===== src/hw/rtl/hmdf_pkg.sv =====
`default_nettype none
package hmdf_pkg;

  // FNV-1a 64-bit constants; prime is 2^40 + 0x1b3
  localparam logic [63:0] FNV_BASIS = 64'hcbf29ce484222325;

  // table depth, a power of two: the slot is the low bits of the hash
  localparam int TABLE_SLOTS_DEF = 2048;

  // jobs in flight between front and back
  localparam int QUEUE_DEPTH = 4;

  typedef struct packed {
    logic [7:0] data_byte;
    logic       last_byte;
  } in_word_t;

  typedef struct packed {
    logic        duplicate;
    logic [63:0] message_hash;
  } out_word_t;

  typedef struct packed {
    logic [63:0] hash;
    logic        dedup_en;
  } job_t;

  typedef struct packed {
    logic queue_full;
    logic table_clearing;
  } front_status_t;

  // one FNV-1a round: xor the byte in, multiply by the prime as shift-adds
  function automatic logic [63:0] fnv_step(input logic [63:0] h, input logic [7:0] b);
    logic [63:0] x;
    x = h ^ {56'd0, b};
    return (x << 40) + (x << 8) + (x << 7) + (x << 5) + (x << 4) + (x << 1) + x;
  endfunction

endpackage
`default_nettype wire


===== src/hw/rtl/hmdf_front.sv =====
`default_nettype none
module hmdf_front (
  input  logic                   clk,
  input  logic                   rst,
  input  logic                   in_valid,
  output logic                   in_stall,
  input  hmdf_pkg::in_word_t     in_data,
  input  logic                   cfg_wen,
  input  logic                   cfg_wdata,
  input  hmdf_pkg::front_status_t status,
  output logic                   push,
  output hmdf_pkg::job_t         push_job
);

  logic [63:0] running_hash;
  logic [63:0] hash_next;
  logic        dedup_enable;
  logic        accept;

  assign in_stall  = status.queue_full || status.table_clearing;
  assign accept    = in_valid && !in_stall;
  assign hash_next = hmdf_pkg::fnv_step(running_hash, in_data.data_byte);

  assign push              = accept && in_data.last_byte;
  assign push_job.hash     = hash_next;
  assign push_job.dedup_en = dedup_enable;

  always_ff @(posedge clk) begin
    if (rst) begin
      running_hash <= hmdf_pkg::FNV_BASIS;
      dedup_enable <= 1'b0;
    end else begin
      if (cfg_wen) begin
        dedup_enable <= cfg_wdata;
      end
      if (accept) begin
        running_hash <= in_data.last_byte ? hmdf_pkg::FNV_BASIS : hash_next;
      end
    end
  end

endmodule
`default_nettype wire


===== config.mk =====
export PLATFORM = sky130hd
export DESIGN_NAME = hmdf_front
export DESIGN_NICKNAME = d
export VERILOG_FILES = /design/src/hw/rtl/hmdf_pkg.sv /design/src/hw/rtl/hmdf_front.sv
export SDC_FILE = /design/constraint.sdc
export NUM_CORES = 1
export LEC_CHECK = 0
export BUFFER_PORTS_ARGS = -buffer_cell sky130_fd_sc_hd__buf_4
export CAP_MARGIN = 20
export CORE_MARGIN = 2
export CORE_UTILIZATION = 39
export DETAILED_ROUTE_END_ITERATION = 12
export GPL_TIMING_DRIVEN = 0
export PLACE_DENSITY_LB_ADDON = 0.1
export SLEW_MARGIN = 20
export SYNTH_ARGS = -nofsm -noshare
export SYNTH_HDL_FRONTEND = slang
export SYNTH_SLANG_ARGS = --single-unit

===== constraint.sdc =====
create_clock -name clk -period 8.4 [get_ports clk]
set_clock_uncertainty 0.2 [all_clocks]
set_input_delay 1.68 -clock clk [delete_from_list [all_inputs] [get_ports clk]]
set_output_delay 1.68 -clock clk [all_outputs]
set_load 0.02 [all_outputs]

==> impl_metrics.csv <==
group,metric,value,unit
flow_run,cap_viol_max_count,0,
sta,timing.slew.headroom,33.8,%
cts,cts_htree_levels,3,
synth,netlist.area_leader.share,38.3,%
sta,unrepaired_setup_endpoints_after_global_routing,"true",
critical_path,worst_setup_path_start_kind,"input pin",
run_status,violations,"negative setup slack",
routing,drt_drc_violations_left,0,
layout,antennaDiodeCount,0,
layout,layout.nets,1955,
synth,ys_seq_area_share,10.2,%
critical_path,timing.setup.critical_path_class,"in2out",
synth,synth.lib_cells_used.distinct,67,
routing,postRouteWirelength,38.4,mm
synth,synth_area_per_cell,8.94,µm²
cts,cts.reportedPaths.clkPinSlew,0.06,ns
cts,worstSkewPairLatency,0.36,ns
critical_path,worstPathRequired,6.52,ns
hold_path,timing.hold.worst.start,"running_hash[63]$_SDFFE_PP1P_",
synth,synth.net_count,1804,
global_routing,global_route.usage.total,23.6,%
placement,placement.cell_area,14100,µm²
sta,timing.final.setup_violations,3,
placement,place.detailed.hpwl,31.8,mm
sta,timing_hold_violations_final,0,
critical_path,path_delay_family,"adder cells",
synth,mappedNetlistArea,12800,µm²
critical_path,critical_path_arrival,6.57,ns
layout,finalInstanceArea,15600,µm²
routing,avgViaCountPerCell,4.98,
global_routing,wire_length_of_the_first_global_routing_pass,60.0,mm
critical_path,timing.rr.end,"running_hash[62]$_SDFFE_PP1P_",
cts,max-clock-path-buffers,2,
critical_path,setup.worst_path.start,"in_data[8]",
global_routing,grt_max_degree,13,
layout,drive_gt1_share,17.1,%
sta,setup_total_negative_slack,-0.0745,ns
cts,cts_inserted_buffers,9,
floorplan,floorplan.initialDensity,39.5,%
critical_path,worst-r2r-cell-count,22,
sta,maxClockFrequency,0.118,GHz
cts,cts_tree,"done",
placement,io_port_bufs,81,
critical_path,worstPathCellList,"buf_6, xor2_4, buf_6, fa_1, fa_1, fa_2, ha_4, ha_4, buf_6, nand3_4, or3_1, o21ai_2, nor2_4, a21oi_4, a31oi_4, o31a_1, o211ai_2, buf_4, a21oi_4, xnor2_2, buf_4",
run_status,status,"complete, but fails checks",
routing,detail_route.iter0.violations,608,
critical_path,timing.critical_path.buf_inv,5,
sta,fin_worst_hold_slack,0.282,ns
floorplan,row_count,66,
sta,final-max-slew-violation-count,0,
synth,edff_count_synth,0,
critical_path,critical_path_peak_fanout,7,
routing,first_pass_iters,5,
floorplan,boundaryPins,83,
floorplan,core_region_area,32500,µm²
routing,wl_per_cell,18.9,µm
floorplan,die_width,185,µm
synth,postSynth.topFlopCell,"dfxtp_1",
sta,timing.final.ws_setup,-0.0478,ns
synth,yosysWarningCount,0,
routing,num_vias,10100,
floorplan,design.die.area,34300,µm²
global_routing,globalRoute.totalOverflow,0,
sta,worst_slew_pin_slew,0.994,ns
layout,fillers,3183,
sta,final_period_minus_worst_setup_slack,8.45,ns
global_routing,grt_pass1_vias,10300,
critical_path,crit_path_max_incr_delay,0.62,ns
critical_path,ff2ff_setup_slack,2.39,ns
routing,ant_nets,0,
cts,cell_at_the_root_of_the_clock_tree,"clkbuf_16",
synth,synth-async-reset-ratio,0,%
layout,areaGrowthSynthToFinish,21.7,%
critical_path,cp_slowest_cell,"fa_2",
placement,dp_worst_setup_slack,-1.22,ns
critical_path,rr_startpoint,"running_hash[22]$_SDFFE_PP0P_",
critical_path,cp_common_cell,"buf_6",
placement,place.gp.congestion,0.882,
critical_path,critPathCaptureType,"output pin",
synth,cells_after_synth,1433,
synth,yosys-top-cells-area,"fa_1 38%, inv_1 12%, ha_1 11%",
cts,tritoncts_num_sinks,65,
sta,layout_worst_path_cycle_share,101,%
cts,cts_hold_buf,0,
synth,synth-seq-cells,65,
floorplan,die_height,185,µm
hold_path,holdPathStages,2,
hold_path,worstHoldEndpoint,"running_hash[63]$_SDFFE_PP1P_",
hold_path,holdCritPathClass,"reg2reg",
synth,synth_area_leader_cell,"fa_1",
global_routing,initial_antenna_violation_count,0,
## stage by stage
| stage | utilization, % | cells |
|---|---|---|
| after detailed placement | 43.3 | 1957 |
| after CTS | 46.6 | 2005 |
| after global routing | 48.1 | 2031 |
| after global placement | 43.1 | 1956 |
| final | 48.1 | 2031 |
| after floorplan | - | 1433 |
## tightest hold or removal path: cells and delay by family (launching register included)
kind	cells	cell delay (ns)
simple gates	2	0.11
flops	1	0.32
## metal layers
layer | GRT usage, % | wire length, µm
met4 | 6.95 | 1110
met3 | 3.87 | 1840
met5 | 0 | 0
met2 | 38.7 | 18400
met1 | 32.0 | 17100
## sequential cells by signal, summed over array words and instances, names as in the netlist
signal and flops:
running_hash 64, dedup_enable 1
## worst max-delay path by stage
stage | to | cells past startpoint | slack, ns
after floorplan | push_job[63] | 18 | 0.02
after global placement | push_job[43] | 19 | -1.76
after detailed placement | push_job[43] | 19 | -1.22
after CTS | push_job[63] | 21 | 0.005
after global routing | push_job[59] | 20 | -0.22
final | push_job[59] | 21 | -0.05
## cell usage after synthesis, types with 24 or more instances
master	n
a22oi_1	25
dfxtp_1	65
xor2_1	27
o21ai_0	41
clkbuf_1	30
a21o_1	29
o211ai_1	24
fa_1	245
inv_1	394
nor2_1	65
xnor2_1	54
nand2_1	86
a21oi_1	80
ha_1	110
## timing repair
| item | in CTS | in global routing |
|---|---|---|
| gates cloned | 0 | 0 |
| setup buffers | 32 | 26 |
| gates resized for setup | 79 | 52 |
| endpoints found under the setup margin | 43 | 24 |
| pin swaps | 53 | 51 |
## cells in the final DEF (no fill, tap or decap), types with 30 or more instances in the layout
master	netlist	final
xnor2_1	54	40
buf_4	4	134
fa_1	245	238
ha_1	110	93
dfxtp_1	65	65
clkbuf_1	30	30
a21oi_1	80	74
nor2_1	65	63
o21ai_0	41	36
nand2_1	86	84
inv_1	394	383
## logic make-up (layout without fill, tap and decap cells)
family / count (synthesis) / in the layout / share of synthesized area, %
AND/OR/NAND/NOR: 228 / 228 / 8.34
multiplexers: 1 / 1 / 0.0781
XOR/XNOR: 82 / 82 / 5.66
AO/OA/AOI/OAI: 265 / 265 / 13.7
flip-flops: 65 / 65 / 10.2
adder cells (fa/ha/maj): 355 / 355 / 49.0
buffers and inverters: 437 / 593 / 13.0
## layout make-up
cell class	count	area, µm²	area share (%)
flip-flops and latches	65	1300	8.34
inverters	394	1490	9.54
clock inverters	6	138	0.882
multi-input cells	931	10600	67.8
clock buffers	10	239	1.53
repair buffers	140	1090	7.02
plain buffers	43	215	1.38
well taps	442	553	3.55
Power is not shown: default switching activity piles up to over one toggle a cycle in this logic, so the estimate is an artifact.
