## src/hw/rtl/hmdf_pkg.sv

```systemverilog
`default_nettype none
package hmdf_pkg;

  // FNV-1a 64-bit constants; prime is 2^40 + 0x1b3
  localparam logic [63:0] FNV_BASIS = 64'hcbf29ce484222325;

  // table depth, a power of two: the slot is the low bits of the hash
  localparam int TABLE_SLOTS_DEF = 2048;

  // jobs in flight between front and back
  localparam int QUEUE_DEPTH = 4;

  typedef struct packed {
    logic [7:0] data_byte;
    logic       last_byte;
  } in_word_t;

  typedef struct packed {
    logic        duplicate;
    logic [63:0] message_hash;
  } out_word_t;

  typedef struct packed {
    logic [63:0] hash;
    logic        dedup_en;
  } job_t;

  typedef struct packed {
    logic queue_full;
    logic table_clearing;
  } front_status_t;

  // one FNV-1a round: xor the byte in, multiply by the prime as shift-adds
  function automatic logic [63:0] fnv_step(input logic [63:0] h, input logic [7:0] b);
    logic [63:0] x;
    x = h ^ {56'd0, b};
    return (x << 40) + (x << 8) + (x << 7) + (x << 5) + (x << 4) + (x << 1) + x;
  endfunction

endpackage
`default_nettype wire

```

## src/hw/rtl/hmdf_queue.sv

```systemverilog
`default_nettype none
module hmdf_queue (
  input  logic           clk,
  input  logic           rst,
  input  logic           push,
  input  hmdf_pkg::job_t push_job,
  input  logic           pop,
  output logic           full,
  output logic           nonempty,
  output hmdf_pkg::job_t head
);

  localparam int PTR_W = $clog2(hmdf_pkg::QUEUE_DEPTH);
  localparam int CNT_W = $clog2(hmdf_pkg::QUEUE_DEPTH + 1);

  hmdf_pkg::job_t slots [hmdf_pkg::QUEUE_DEPTH];
  logic [PTR_W-1:0] wr_ptr;
  logic [PTR_W-1:0] rd_ptr;
  logic [CNT_W-1:0] count;
  logic             do_push;
  logic             do_pop;

  assign full     = (count == CNT_W'(hmdf_pkg::QUEUE_DEPTH));
  assign nonempty = (count != '0);
  assign head     = slots[rd_ptr];
  assign do_push  = push && !full;
  assign do_pop   = pop && nonempty;

  always_ff @(posedge clk) begin
    if (rst) begin
      wr_ptr <= '0;
      rd_ptr <= '0;
      count  <= '0;
    end else begin
      if (do_push) begin
        wr_ptr <= (wr_ptr == PTR_W'(hmdf_pkg::QUEUE_DEPTH - 1)) ? '0 : wr_ptr + 1'b1;
      end
      if (do_pop) begin
        rd_ptr <= (rd_ptr == PTR_W'(hmdf_pkg::QUEUE_DEPTH - 1)) ? '0 : rd_ptr + 1'b1;
      end
      if (do_push && !do_pop) begin
        count <= count + 1'b1;
      end else if (do_pop && !do_push) begin
        count <= count - 1'b1;
      end
    end
  end

  always_ff @(posedge clk) begin
    if (do_push) begin
      slots[wr_ptr] <= push_job;
    end
  end

endmodule
`default_nettype wire

```

## config.mk

```make
export PLATFORM = sky130hd
export DESIGN_NAME = hmdf_queue
export DESIGN_NICKNAME = d
export VERILOG_FILES = /design/src/hw/rtl/hmdf_pkg.sv /design/src/hw/rtl/hmdf_queue.sv
export SDC_FILE = /design/constraint.sdc
export NUM_CORES = 1
export LEC_CHECK = 0
export BUFFER_PORTS_ARGS = -buffer_cell sky130_fd_sc_hd__buf_2
export CORE_ASPECT_RATIO = 1.2
export CORE_MARGIN = 2
export CORE_UTILIZATION = 57
export DETAILED_ROUTE_END_ITERATION = 10
export PLACE_DENSITY = 0.79
export SLEW_MARGIN = 20
export SYNTH_ARGS = -nofsm -noshare
export SYNTH_HDL_FRONTEND = slang
export SYNTH_SLANG_ARGS = --single-unit
```

## constraint.sdc

```tcl
create_clock -name clk -period 3.55 [get_ports clk]
set_input_delay 0 -clock clk [delete_from_list [all_inputs] [get_ports clk]]
set_output_delay 0 -clock clk [all_outputs]
set_load 0.02 [all_outputs]
```

==> flow_metrics.py <==
metrics = {
    "logic_synthesis": {
        "netlist_instances": 389,
        "async_reset_ff_share_pct": 0,
        "yosysMostFrequentCell": "edfxtp_1",
        "syn-cell-area_mm2": 0.00988,
        "synth_area_leaders": "edfxtp_1, mux4_2, dfxtp_1",
        "yosysTopAreaCell": "edfxtp_1",
        "synthDistinctLibCells": 25,
        "synth_area_per_cell_um2": 25.4,
        "ys_seq_elements": 269,
        "syn_nets": 465,
        "synth-warning-count": 0,
        "seq_area_frac_synth_pct": 80.8,
        "synth_common_cells": "edfxtp_1, mux4_2, dfxtp_1",
        "synth_enable_flop_cells": 260,
        "synth_top_area_share_pct": 79.0,
        "synth-main-ff-cell": "edfxtp_1",
    },
    "critical_path": {
        "rr_endpoint": "count[2]",
        "setup.worst_path.end": "head[30]",
        "cp.arrival_ps": 2440,
        "r2r-start": "count[0]",
        "r2r_cells": 9,
        "crit_path_start_kind": "flip-flop",
        "crit_type": "reg2out",
        "crit_fanout": 36,
        "crit_path_end_kind": "primary output",
        "cp.required_ps": 3550,
        "reg2reg_slack_ps": 1200,
    },
    "global_routing": {
        "antenna_found_initial": 1,
        "grt_start_max_net_pins": 66,
        "grt_pass1_vias": 5136,
        "grt_pass1_wl_um": 27000,
        "grt.total_usage_pct": 19.5,
        "grt_overflow_total": 0,
    },
    "sta": {
        "setup_viol": 0,
        "grt_setup_unrepaired": "no",
        "skew_ps": 7.77,
        "hold_viol_final": 0,
        "final.setup.tns_ps": 0,
        "tightestPinTransition_ps": 1010,
        "fmaxAchievable_mhz": 410,
        "relSlewSlack_pct": 33.0,
        "post-route-period-util_pct": 68.7,
        "slew_violations": 0,
        "post-route-min-period_ps": 2440,
    },
    "clocking": {
        "clock_latency_ps": 490,
        "cts_tree": "done",
        "cts_max_path_buffers": 3,
        "clk_pin_slew_worst_paths_ps": 60,
        "clockRootBuffer": "clkbuf_16",
        "cts-buffers-inserted": 25,
        "ctsHtreeMaxLevel": 1,
        "cts_sinks": 269,
    },
    "placement": {
        "dp_hpwl_um": 9690,
        "place_congestion": 0.737,
        "dp_cells": 725,
        "io_buffer_count": 135,
    },
    "die": {
        "io_pins": 136,
        "start_util_pct": 58.4,
        "dieArea_mm2": 0.0184,
        "core_mm2": 0.0169,
        "die_y_um": 148,
        "row_count": 52,
        "die_x_um": 124,
    },
    "detailed_routing": {
        "drc": 0,
        "wire_per_inst_um": 20.7,
        "drt_iter0_drc": 287,
        "vias_per_cell": 5.51,
        "detail-route-antenna-nets": 0,
        "vias": 4615,
        "drt_wl_total_um": 17300,
        "drtPass1Iterations": 4,
    },
    "power": {
        "p_switching_mw": 2.25,
        "internal_power_mw": 6.13,
        "power_frac_clock_pct": 29.6,
        "leakage_nw": 4.17,
        "swShare_pct": 26.9,
        "cellPowerDensity_mw_per_mm2": 687,
        "ir_drop_mv": 0.747,
        "comb_power_share_pct": 21.9,
        "seqPwrFrac_pct": 48.5,
    },
    "hold_path": {
        "min_path_type": "in2reg",
        "min_from": "push_job[39]",
    },
    "finish": {
        "final_cells": 838,
        "drive_gt1_share_pct": 39.6,
        "fillers": 1025,
        "nets": 681,
        "area_delta_synth_final_pct": 23.6,
    },
    "status": {
        "outcome": "finished clean",
    },
    "run": {
        "cap_violations": 0,
    },
}
## worst min path at each step
stage,to,slack [ps],cells past startpoint
2_1_floorplan,slots[0][0],100,0
3_3_place_gp,slots[0][0],210,1
3_5_place_dp,slots[2][12],220,1
4_1_cts,slots[1][63],240,2
5_1_grt,slots[0][15],250,2
6_report,slots[3][39],250,2
## cell families after synthesis
family,after synthesis,share of synthesized area (%)
muxes,67,15.0
AOI/OAI and AO/OA,7,0.506
and+or+nand+nor,16,0.899
DFF,269,80.8
xor gates and xnor gates,2,0.177
buffers and inverters,21,1.61
adders and majority gates,7,0.962
## area by class of cell
| type | instances | area (um2) | area share (%) |
|---|---|---|---|
| Clock inverter | 6 | 57.6 | 0.471 |
| Multi-Input combinational cell | 99 | 1760 | 14.4 |
| Tap cell | 216 | 270 | 2.21 |
| Inverter | 5 | 37.5 | 0.307 |
| Timing Repair Buffer | 205 | 1390 | 11.3 |
| Antenna cell | 1 | 2.50 | 0.0205 |
| Sequential cell | 269 | 8000 | 65.5 |
| Clock buffer | 37 | 711 | 5.82 |
## registers in the layout (all words and copies together) (netlist names), named ones only
register	flops
slots	260
count	3
rd_ptr	2
wr_ptr	2
## through the flow
step	power, mW	util, %	hold WS [ps]	setup WS (ps)	cell area (um2)
6_report	8.39	72.2	247	1110	12200
5_1_grt	8.73	72.2	251	909	12200
4_1_cts	8.47	72.2	242	1010	12200
3_5_place_dp	5.94	63.6	218	1230	10800
3_3_place_gp	5.88	63.6	209	1360	10800
2_1_floorplan	5.37	-	98.9	868	9880
## power by group through the flow
stage          Combinational (mW)  Clock, mW  Sequential (mW)
6_report                     1.83       2.48             4.07
5_1_grt                      1.96       2.65             4.12
4_1_cts                      1.87       2.52             4.08
3_5_place_dp                 1.80          0             4.15
3_3_place_gp                 1.76          0             4.11
2_1_floorplan                1.39          0             3.98
## layout by cell type (no fill, tap or decap)
| master | synthesis | routed |
|---|---|---|
| edfxtp_1 | 260 | 260 |
| buf_2 | 7 | 135 |
| dlygate4sd3_1 | 0 | 69 |
| mux4_2 | 65 | 65 |
| clkbuf_16 | 0 | 25 |
| clkbuf_1 | 2 | 8 |
| dfxtp_1 | 9 | 7 |
| ha_1 | 6 | 6 |
| and3_4 | 0 | 4 |
| clkbuf_8 | 0 | 4 |
| inv_1 | 3 | 3 |
| or3_1 | 3 | 3 |
| nor2_1 | 3 | 3 |
| a21oi_1 | 3 | 3 |
| clkinv_2 | 0 | 3 |
| o31ai_2 | 2 | 2 |
| xor2_1 | 2 | 2 |
| nand3_1 | 2 | 2 |
| mux2i_1 | 2 | 2 |
| dfxtp_4 | 0 | 2 |
| diode_2 | 0 | 1 |
| bufinv_8 | 1 | 1 |
| or3b_1 | 1 | 1 |
| clkinv_4 | 1 | 1 |
| nor2_2 | 1 | 1 |
| nor3_1 | 1 | 1 |
| nand2_1 | 1 | 1 |
| o21ai_1 | 1 | 1 |
| o21ai_0 | 1 | 1 |
| fa_1 | 1 | 1 |
| bufinv_16 | 0 | 1 |
| clkinv_1 | 0 | 1 |
| inv_6 | 0 | 1 |
| buf_12 | 0 | 1 |
## worst max-delay path: stages (launching register included)
cell and delay (ps):
dfxtp_4 830, buf_12 340, mux4_2 570, buf_2 180
## layer usage
| layer | part of all wire, % | GRT usage, % | vias up |
|---|---|---|---|
| li1 | - | - | 2087 |
| met1 | 40 | 25.2 | 2399 |
| met2 | 54 | 34.5 | 110 |
| met3 | 4.8 | 3.45 | 19 |
| met4 | 1.4 | 4.83 | 0 |
| met5 | 0 | 0 | - |
## what timing repair did
action / in CTS / in global routing
setup buffers: 0 / 0
endpoints found under the hold margin: 269 / 0
setup endpoints to repair: 0 / 0
hold buffers: 69 / 0
gates resized for setup: 0 / 0
(Power assumes the default switching activity.)
